`src/rtl/nti_pkg.sv`:
```
// shared constants and types for the nearest timestamp index block
// no dependencies; imported by every other file in rtl/
`default_nettype none

package nti_pkg;

   localparam int DEFAULT_DEPTH     = 1024;
   localparam int DEFAULT_TIME_BITS = 48;

   localparam int CMD_W    = 2;
   localparam int INDEX_W  = 10;
   localparam int STATUS_W = 2;

   // iteration cap of the search loop
   localparam int SEARCH_CAP = 80;
   localparam int ITER_W     = $clog2(SEARCH_CAP + 1);

   localparam logic [CMD_W-1:0] CMD_CLEAR  = 2'd0;
   localparam logic [CMD_W-1:0] CMD_APPEND = 2'd1;
   localparam logic [CMD_W-1:0] CMD_QUERY  = 2'd2;

   localparam logic [STATUS_W-1:0] STATUS_OK    = 2'd0;
   localparam logic [STATUS_W-1:0] STATUS_EMPTY = 2'd1;
   localparam logic [STATUS_W-1:0] STATUS_FULL  = 2'd2;

   // port controls of the timestamp store
   typedef struct packed {
      logic wr_en;
      logic rd_en;
   } nti_mem_ctl_type;

endpackage

`default_nettype wire

```
`src/rtl/nti_search.sv`:
```
// command sequencer: entry count, append and clear, binary search over the store
// depends on nti_pkg; drives the ports of nti_store
`default_nettype none

module nti_search #(
   parameter int DEPTH     = nti_pkg::DEFAULT_DEPTH,
   parameter int TIME_BITS = nti_pkg::DEFAULT_TIME_BITS
) (
   input  wire logic                            clock,
   input  wire logic                            reset,
   input  wire logic                            start,
   output logic                                 busy,
   input  wire logic [nti_pkg::CMD_W-1:0]       req_cmd,
   input  wire logic [TIME_BITS-1:0]            req_time_value,
   output logic                                 rsp_valid,
   output logic      [nti_pkg::INDEX_W-1:0]     rsp_nearest_index,
   output logic      [nti_pkg::STATUS_W-1:0]    rsp_status,
   output nti_pkg::nti_mem_ctl_type             mem_ctl,
   output logic      [$clog2(DEPTH)-1:0]        mem_wr_addr,
   output logic      [TIME_BITS-1:0]            mem_wr_data,
   output logic      [$clog2(DEPTH)-1:0]        mem_rd_addr,
   input  wire logic [TIME_BITS-1:0]            mem_rd_data
);
   import nti_pkg::*;

   localparam int IDX_W = $clog2(DEPTH);
   localparam int CNT_W = $clog2(DEPTH + 1);

   typedef enum logic [4:0] {
      ST_IDLE  = 5'b00001,
      ST_FIRST = 5'b00010,
      ST_LAST  = 5'b00100,
      ST_CMP   = 5'b01000,
      ST_HIGH  = 5'b10000
   } nti_state_type;

   nti_state_type         state_ff, state_in;
   logic [CNT_W-1:0]      cnt_ff, cnt_in;
   logic [TIME_BITS-1:0]  t_ff, t_in;
   logic [IDX_W-1:0]      last_ff, last_in;
   logic [CNT_W-1:0]      low_ff, low_in;
   logic [CNT_W-1:0]      high_ff, high_in;
   logic [IDX_W-1:0]      mid_ff, mid_in;
   logic [ITER_W-1:0]     iter_ff, iter_in;
   logic [TIME_BITS-1:0]  dmid_ff, dmid_in;
   logic                  rsp_valid_ff, rsp_valid_in;
   logic [INDEX_W-1:0]    rsp_index_ff, rsp_index_in;
   logic [STATUS_W-1:0]   rsp_status_ff, rsp_status_in;

   // loop head of the search
   logic [CNT_W-1:0]      h_low, h_high;
   logic [ITER_W-1:0]     h_iter;
   logic [CNT_W:0]        h_sum;
   logic [CNT_W-1:0]      h_mid;
   logic                  h_go;
   logic [IDX_W-1:0]      h_fin;

   logic                  accept;
   logic                  full;
   logic [TIME_BITS-1:0]  d_lo, d_hi;
   logic [IDX_W-1:0]      res_idx;
   logic                  res_done;
   logic [IDX_W+INDEX_W-1:0] res_ext;

   assign accept = start && (state_ff == ST_IDLE);
   assign full   = (cnt_ff == CNT_W'(DEPTH));

   always_comb begin
      case (state_ff)
         ST_LAST: begin
            h_low  = '0;
            h_high = cnt_ff;
            h_iter = '0;
         end
         ST_CMP: begin
            h_low  = CNT_W'(mid_ff) + CNT_W'(1);
            h_high = high_ff;
            h_iter = iter_ff;
         end
         default: begin
            h_low  = low_ff;
            h_high = high_ff;
            h_iter = iter_ff;
         end
      endcase
      h_sum = {1'b0, h_low} + {1'b0, h_high};
      h_mid = h_sum[CNT_W:1];
      h_go  = (h_iter < ITER_W'(SEARCH_CAP)) && (h_low <= h_high) &&
              (h_mid <= CNT_W'(last_ff));
      // clamp to the last valid entry
      h_fin = (h_low > CNT_W'(last_ff)) ? last_ff : h_low[IDX_W-1:0];
   end

   // neighbour distances for the between case
   assign d_lo = t_ff - mem_rd_data;
   assign d_hi = dmid_ff - t_ff;

   always_comb begin
      state_in      = state_ff;
      cnt_in        = cnt_ff;
      t_in          = t_ff;
      last_in       = last_ff;
      low_in        = low_ff;
      high_in       = high_ff;
      mid_in        = mid_ff;
      iter_in       = iter_ff;
      dmid_in       = dmid_ff;
      rsp_valid_in  = 1'b0;
      rsp_status_in = rsp_status_ff;
      res_idx       = '0;
      res_done      = 1'b0;
      mem_ctl       = '{wr_en: 1'b0, rd_en: 1'b0};
      mem_wr_addr   = cnt_ff[IDX_W-1:0];
      mem_wr_data   = req_time_value;
      mem_rd_addr   = '0;

      case (state_ff)
         ST_IDLE: begin
            if (accept) begin
               t_in    = req_time_value;
               last_in = IDX_W'(cnt_ff - CNT_W'(1));
               case (req_cmd)
                  CMD_CLEAR: begin
                     cnt_in        = '0;
                     res_done      = 1'b1;
                     rsp_status_in = STATUS_OK;
                  end
                  CMD_APPEND: begin
                     res_done = 1'b1;
                     if (full) begin
                        rsp_status_in = STATUS_FULL;
                     end else begin
                        mem_ctl.wr_en = 1'b1;
                        cnt_in        = cnt_ff + CNT_W'(1);
                        rsp_status_in = STATUS_OK;
                     end
                  end
                  CMD_QUERY: begin
                     if (cnt_ff == '0) begin
                        res_done      = 1'b1;
                        rsp_status_in = STATUS_EMPTY;
                     end else begin
                        mem_ctl.rd_en = 1'b1;
                        mem_rd_addr   = '0;
                        state_in      = ST_FIRST;
                     end
                  end
                  default: begin
                     res_done      = 1'b1;
                     rsp_status_in = STATUS_OK;
                  end
               endcase
            end
         end
         ST_FIRST: begin
            if (t_ff < mem_rd_data) begin
               res_done = 1'b1;
               res_idx  = '0;
            end else begin
               mem_ctl.rd_en = 1'b1;
               mem_rd_addr   = last_ff;
               state_in      = ST_LAST;
            end
         end
         ST_LAST: begin
            if (t_ff > mem_rd_data) begin
               res_done = 1'b1;
               res_idx  = last_ff;
            end else begin
               low_in  = h_low;
               high_in = h_high;
               if (h_go) begin
                  mem_ctl.rd_en = 1'b1;
                  mem_rd_addr   = h_mid[IDX_W-1:0];
                  mid_in        = h_mid[IDX_W-1:0];
                  iter_in       = h_iter + ITER_W'(1);
                  state_in      = ST_CMP;
               end else begin
                  res_done = 1'b1;
                  res_idx  = h_fin;
               end
            end
         end
         ST_CMP: begin
            if (mem_rd_data < t_ff) begin
               low_in = h_low;
               if (h_go) begin
                  mem_ctl.rd_en = 1'b1;
                  mem_rd_addr   = h_mid[IDX_W-1:0];
                  mid_in        = h_mid[IDX_W-1:0];
                  iter_in       = h_iter + ITER_W'(1);
               end else begin
                  res_done = 1'b1;
                  res_idx  = h_fin;
               end
            end else if (mem_rd_data > t_ff) begin
               if (mid_ff == '0) begin
                  res_done = 1'b1;
                  res_idx  = (low_ff > CNT_W'(last_ff)) ? last_ff : low_ff[IDX_W-1:0];
               end else begin
                  high_in       = CNT_W'(mid_ff - IDX_W'(1));
                  dmid_in       = mem_rd_data;
                  mem_ctl.rd_en = 1'b1;
                  mem_rd_addr   = mid_ff - IDX_W'(1);
                  state_in      = ST_HIGH;
               end
            end else begin
               res_done = 1'b1;
               res_idx  = mid_ff;
            end
         end
         ST_HIGH: begin
            if (mem_rd_data < t_ff) begin
               // time lies strictly between entries mid-1 and mid, tie to lower
               res_done = 1'b1;
               res_idx  = (d_lo > d_hi) ? mid_ff : mid_ff - IDX_W'(1);
            end else if (h_go) begin
               mem_ctl.rd_en = 1'b1;
               mem_rd_addr   = h_mid[IDX_W-1:0];
               mid_in        = h_mid[IDX_W-1:0];
               iter_in       = h_iter + ITER_W'(1);
               state_in      = ST_CMP;
            end else begin
               res_done = 1'b1;
               res_idx  = h_fin;
            end
         end
         default: begin
            state_in = ST_IDLE;
         end
      endcase

      if (res_done) begin
         rsp_valid_in = 1'b1;
         if (state_ff != ST_IDLE) begin
            rsp_status_in = STATUS_OK;
         end
         state_in = ST_IDLE;
      end
   end

   assign res_ext      = {{INDEX_W{1'b0}}, res_idx};
   assign rsp_index_in = res_done ? res_ext[INDEX_W-1:0] : rsp_index_ff;

   always_ff @(posedge clock) begin
      if (reset) begin
         state_ff     <= ST_IDLE;
         cnt_ff       <= '0;
         rsp_valid_ff <= 1'b0;
      end else begin
         state_ff     <= state_in;
         cnt_ff       <= cnt_in;
         rsp_valid_ff <= rsp_valid_in;
      end
   end

   always_ff @(posedge clock) begin
      t_ff          <= t_in;
      last_ff       <= last_in;
      low_ff        <= low_in;
      high_ff       <= high_in;
      mid_ff        <= mid_in;
      iter_ff       <= iter_in;
      dmid_ff       <= dmid_in;
      rsp_index_ff  <= rsp_index_in;
      rsp_status_ff <= rsp_status_in;
   end

   assign busy              = (state_ff != ST_IDLE);
   assign rsp_valid         = rsp_valid_ff;
   assign rsp_nearest_index = rsp_index_ff;
   assign rsp_status        = rsp_status_ff;

endmodule

`default_nettype wire

```
`config.mk`:
```
export PLATFORM = sky130hd
export DESIGN_NAME = nti_search
export DESIGN_NICKNAME = d
export VERILOG_FILES = /design/src/rtl/nti_pkg.sv /design/src/rtl/nti_search.sv
export SDC_FILE = /design/constraint.sdc
export NUM_CORES = 1
export LEC_CHECK = 0
export ABC_AREA = 1
export BUFFER_PORTS_ARGS = -buffer_cell sky130_fd_sc_hd__buf_2
export CAP_MARGIN = 20
export CORE_MARGIN = 10
export CORE_UTILIZATION = 25
export CTS_CLUSTER_SIZE = 14
export DETAILED_ROUTE_END_ITERATION = 8
export PLACE_DENSITY = 0.52
export SETUP_SLACK_MARGIN = 0.4
export SLEW_MARGIN = 10
export SYNTH_ARGS = -nofsm -noshare
export SYNTH_HDL_FRONTEND = slang
export SYNTH_SLANG_ARGS = --single-unit
```
`constraint.sdc`:
```
create_clock -name clock -period 5.5 [get_ports clock]
set_input_delay 0.275 -clock clock [delete_from_list [all_inputs] [get_ports clock]]
set_output_delay 0.275 -clock clock [all_outputs]
set_load 0.01 [all_outputs]
```
## Word-level counts from Yosys, hierarchy flattened

Cells that the tools add are included.

| operators by class | value |
|---|---|
| eq/ne operators | 20 |
| mux-type cells | 85 |
| add/subtract/negate cells | 9 |
| bitwise logic cells | 2 |
| order comparisons | 10 |
| reductions and logical operators | 17 |

Operators by type and width:

| cell | count |
|---|---|
| 2-to-1 mux 10 bit | 20 |
| greater-than comparator 48 bit | 3 |
| < comparator 48 bit | 2 |
| subtractor 48 bit | 2 |
| 2-to-1 mux 11 bit | 8 |
| one-hot mux 11 bit (2 select lines) | 4 |
| one-hot mux 10 bit (3 select lines) | 2 |
| 2-to-1 mux 5 bit | 10 |
| one-hot mux 10 bit (4 select lines) | 1 |
| 2-to-1 mux 7 bit | 5 |
| one-hot mux 5 bit (5 select lines) | 1 |
| 2-to-1 mux 1 bit | 23 |
| greater-than comparator 11 x 10 -> 1 bit | 2 |
| one-hot mux 7 bit (3 select lines) | 1 |
| inequality test 2 bit, second input constant | 10 |
| subtractor 10 x 1 -> 10 bit, second input constant | 2 |
| 2-to-1 mux 2 bit | 7 |
| adder 11 x 11 -> 12 bit | 1 |
| AND reduction 4 bit | 3 |
| adder 10 x 1 -> 11 bit, second input constant | 1 |
| adder 11 x 1 -> 11 bit, second input constant | 1 |
| equality test 11 bit, second input constant | 1 |
| less-or-equal comparator 11 x 10 -> 1 bit | 1 |
| less-or-equal comparator 11 bit | 1 |
| 26 further kinds | 31 |

| storage, ports and cells | value |
|---|---|
| word-level logic and storage cells | 155 |
| output and inout bits | 84 |
| flip-flop bits (word level) | 174 |

## Longest topological paths before layout

| logic depth | value |
|---|---|
| depth after elaboration | 9 |
| mapped depth | 34 |

## Least setup slack after synthesis

OpenSTA, ideal clock, no wires.

| timing path | value |
|---|---|
| path kind | register to register |
| start | register mid_ff[0] (netlist name) |
| end | register iter_ff[0], enable pin |
| period minus slack after synthesis | 5.030 ns |
| data arrival time | 4.627 ns |
| cell stages (with the launch flop) | 29 |
| path slack | 0.470 ns |
| buffers on the path | 1 |
| required time | 5.097 ns |
| cells stage by stage | edfxtp_1 ha_1 nand2_1 nor2_1 nand2_1 inv_1 nand2_1 nor2_1 nor3_1 a21oi_1 inv_1 ha_1 nand2_1 nor3_1 nand2_1 nand2_1 xor2_1 ha_1 a21o_1 nor2_1 nand2_1 nand2_1 nand2_1 nand2_1 nand2_1 nand2_1 nand3_2 buf_1 nor4_2 |

RTL lines:

| what | RTL line | text |
|---|---|---|
| end signal: assignment | nti_search.sv:263 | `iter_ff <= iter_in;` |
| end: declaration | nti_search.sv:44 | `logic [ITER_W-1:0] iter_ff, iter_in;` |

## Worst setup path in the final report

| timing path | value |
|---|---|
| start | register state_ff[2] |
| end | output port mem_rd_addr[6] |

| between the ends | value |
|---|---|
| word-level cells in the longest chain between the ends | 8 |

RTL lines:

| what | RTL line | text |
|---|---|---|
| start: declaration | nti_search.sv:37 | `nti_state_type state_ff, state_in;` |
| start signal: assignment | nti_search.sv:251 | `state_ff <= state_in;` |
| equality test 5 x 4 -> 1 bit or equality test 5 x 3 -> 1 bit (tied branches) | nti_search.sv:69 | `case (state_ff)` |
| one-hot mux 11 bit (2 select lines) or 2-to-1 mux 11 bit (tied branches) | nti_search.sv:69 |  |
| adder 11 x 11 -> 12 bit * | nti_search.sv:86 | `h_sum = {1'b0, h_low} + {1'b0, h_high};` |
| via h_sum[10] | nti_search.sv:53 | `logic [CNT_W:0] h_sum;` |
| less-or-equal comparator 11 x 10 -> 1 bit * | nti_search.sv:89 | `(h_mid <= CNT_W'(last_ff));` |
| logical AND 1 bit * | nti_search.sv:88 | `h_go = (h_iter < ITER_W'(SEARCH_CAP)) && (h_low <= h_high) &&` |
| 2-to-1 mux 10 bit * | nti_search.sv:172, nti_search.sv:187, nti_search.sv:217 |  |
| 2-to-1 mux 10 bit (on tied branches) | nti_search.sv:213, nti_search.sv:166, nti_search.sv:185 |  |
| one-hot mux 10 bit (4 select lines) * | nti_search.sv:117 | `case (state_ff)` |
| end: declaration | nti_search.sv:21 | `output logic [$clog2(DEPTH)-1:0] mem_rd_addr,` |

The timed path passes the listed nets; every way through them passes the cells marked *.

==> key figures <==
Critical path
  • Crit. End Element: output pin
  • CP max FO: 19
  • Worst reg-to-reg path cell count: 20
  • Crit Path Category: register to output pin
  • Startpoint Class: register
  • R2r setup slk: 0.67 ns
  • Worst r2r dst: rsp_nearest_index[4]
  • Reg2reg start: t_ff[41]
  • CP arrival: 4.59 ns
  • Worst path required time: 5.22 ns

Route
  • Residual DRC: 0
  • Wire per inst: 18.42 um
  • Via count: 17023
  • Via density: 4.739
  • Antenna-violating nets left: 0
  • Overall routed net length: 66160 um
  • First-pass DRT Iterations: 6
  • Initial detailed-routing violation count: 1572

Placed design
  • Cell total after placement: 3451
  • Gpl congestion: 0.9709
  • Post-DP HPWL: 54720 um
  • Port bufs: 184

GRT
  • Vias in the first global route: 16511
  • First-pass GRT wire length: 98810 um
  • Remaining Overflow, GRT: 0
  • Global route hottest layer: met2
  • Met3 usage: 3.042%
  • Met1 Use GR: 20.78%
  • GRT Total Usage: 15.86%
  • Met2 Use GR: 26.10%
  • Largest net degree at the start of global routing: 52
  • Initial antenna violation count: 5

Die
  • Die footprint: 0.08057 mm^2
  • # IOs: 185
  • Initial Utilization: 25.29%
  • Die width: 283.8 um
  • Rows: 96
  • Die Y: 283.8 um
  • Core Area: 0.06883 mm^2

Status
  • Status: completed

Timing
  • Unrepaired setup endpoints after global routing: yes
  • Setup tns final: 0 ns
  • Fmax: 0.2056 GHz
  • Count of final setup violators: 0
  • Fin. max-slew vios: 0
  • Tcrit/Tclk final: 88.44%
  • Layout Skew: 0.02101 ns
  • Least-Margin Pin Slew: 0.9681 ns
  • Final Hold Fails: 0
  • Normalized max-slew margin: 35.11%
  • Tmin final: 4.864 ns

Layout
  • Nets: 2956
  • Syn-to-layout area delta: 21.20%
  • Fraction of layout instances using a drive strength above 1: 14.43%
  • FF+latch area: 0.005035 mm^2
  • Filler Cells Inserted: 7531
  • Number of diodes: 0
  • Layout Cells excl Fill: 3592
  • Area of the multi-input gates: 0.01064 mm^2

Synthesis
  • Synth Instances: 2389
  • Seq/Total Area, Yosys: 28.93%
  • Post-synth EDFFs: 155
  • Yosys cell types: 57
  • Yosys warns: 0
  • Synth Area per Inst: 7.285 um^2
  • Main synth FF type: edfxtp_1
  • Yosys reg bits: 174
  • Netlist Area Pre-Place: 0.01740 mm^2
  • Mapped Nets: 2697
  • Asr flop ratio synth: 0%

Power
  • Pwr Density: 189.0 mW/mm^2
  • Max VDD drop: 0.1512 mV
  • Lkg Pwr: 9.667 nW

Clock network
  • Clock-pin slew on the worst setup and hold paths: 0.08 ns
  • Root Buffer: clkbuf_16
  • Clk_lat worst skew: 0.50 ns
  • Sink Count: 174
  • H-tree Lvls: 4
  • Number of CTS-inserted buffers: 17
  • Clk buf depth: 2
  • CTS tree: yes

Min path
  • Hold_sp: req_time_value[33]
  • Hold path depth: 1
  • Hold EP: t_ff[33]
  • Min-Delay Path Class: input pin to register

Job
  • Max Cap Viol: 0
logic make-up after synthesis:
logic type / after synthesis / synth area share [%]
buffers and inverters: 468 / 11.50
xor gates and xnor gates: 117 / 5.888
adders and majority gates: 207 / 15.01
AOI/OAI and AO/OA: 459 / 15.03
DFF: 174 / 28.93
and+or+nand+nor: 964 / 23.64
registers in the layout, summed over array words and instances (netlist names):
| name | count |
|---|---|
| dmid_ff | 48 |
| t_ff | 48 |
| cnt_ff | 11 |
| high_ff | 11 |
| low_ff | 11 |
| last_ff | 10 |
| mid_ff | 10 |
| rsp_nearest_index | 10 |
| iter_ff | 7 |
| state_ff | 5 |
| rsp_status | 2 |
| rsp_valid | 1 |
timing repair:
| action | in CTS | in global routing |
|---|---|---|
| endpoints found under the setup margin | 20 | 21 |
| buffers inserted | 7 | 16 |
| hold buffers | 86 | 0 |
| gates resized for setup | 18 | 42 |
| endpoints found under the hold margin | 86 | 0 |
| pin swaps | 2 | 14 |
critical path, stage by stage (launching register included):
cell      delay, ns
dfxtp_1        0.35
inv_1          0.09
nor2_2         0.14
nand3_4        0.12
buf_4          0.20
clkinv_1       0.06
buf_6          0.20
or2_2          0.14
o21ai_0        0.12
ha_1           0.37
inv_1          0.11
nand2_1        0.07
nand2_1        0.06
a221oi_1       0.28
nand3_1        0.19
xnor2_2        0.18
ha_1           0.31
nand2_1        0.05
nor2_1         0.08
nand4_1        0.12
nand2_2        0.11
nand3_4        0.11
inv_4          0.10
nand2_4        0.09
inv_6          0.09
nand2_1        0.05
o211ai_1       0.11
buf_2          0.19
power by group:
part | switching, mW | leakage (nW) | internal, mW
sequential | 0.0264 | 1.46 | 1.47
clock | 0.626 | 0.289 | 0.656
combinational | 0.760 | 7.91 | 0.452
layout make-up:
type	instances	area share, %
tap	931	5.523
multi-input combinational	1747	50.42
clock buffer	19	2.100
timing repair buffer	322	10.45
clock inverter	13	0.7000
sequential	174	23.87
inverter	386	6.934
metal layers:
layer | vias up | share of wire, %
li1 | 8444 | -
met5 | - | 0.038
met1 | 7891 | 44
met4 | 6 | 2.1
met2 | 603 | 46
met3 | 79 | 7.1
synthesized netlist by cell type (22+ instances only):
cell	count	area share, %
nand4_1	36	1.3
nand3_1	120	3.5
inv_1	365	7.9
xnor2_1	49	2.5
a31oi_1	27	0.97
xor2_1	68	3.4
ha_1	204	15
a21oi_1	204	5.9
nand2_1	489	11
nor2_1	232	5.0
o211ai_1	22	0.95
buf_4	60	2.6
nor3_1	28	0.81
edfxtp_1	155	27
o21ai_0	114	3.3
per-stage QoR:
| step | power, mW | util [%] | hold slack, ns | setup slack (ns) | cell area, um^2 |
|---|---|---|---|---|---|
| floorplan | 2.309 | - | 0.3441 | 0.4701 | 17400 |
| global placement | 2.660 | 27.88 | 0.4535 | 0.2754 | 19190 |
| detailed placement | 2.657 | 27.88 | 0.4599 | 0.2790 | 19190 |
| CTS | 4.014 | 30.20 | 0.0009698 | 0.4038 | 20780 |
| global route | 4.207 | 30.65 | 0.008754 | 0.4016 | 21090 |
| finish | 3.986 | 30.65 | 0.02057 | 0.6357 | 21090 |
worst max path at each step:
stage	start	to	slack (ns)	cells past startpoint
floorplan	mid_ff[0]	iter_ff[0]	0.47	28
global placement	mem_rd_data[0]	rsp_nearest_index[0]	0.28	25
detailed placement	t_ff[2]	rsp_nearest_index[9]	0.28	22
CTS	mid_ff[0]	mem_rd_addr[6]	0.40	25
global route	t_ff[2]	rsp_nearest_index[9]	0.40	22
finish	state_ff[2]	mem_rd_addr[6]	0.64	27
cell usage in the layout, fill, tap and decap left out, drive strengths merged, types with 5 or more instances in the layout:
master | Yosys | layout
o211ai | 22 | 22
a211oi | 5 | 5
xor2 | 68 | 68
nand3 | 124 | 124
inv | 382 | 391
or2 | 10 | 10
clkinv | 4 | 6
xnor2 | 49 | 49
nand2 | 502 | 502
nor4 | 10 | 10
o21a | 19 | 19
nand4 | 38 | 38
edfxtp | 155 | 155
ha | 204 | 204
nor3 | 30 | 30
nor2 | 243 | 243
o21ai | 125 | 125
clkbuf | 12 | 19
a21o | 15 | 15
dfxtp | 19 | 19
dlygate4sd3 | 0 | 86
buf | 70 | 236
o21bai | 19 | 19
a31oi | 27 | 27
a21oi | 208 | 208
Power figures use the tool's default switching activity.
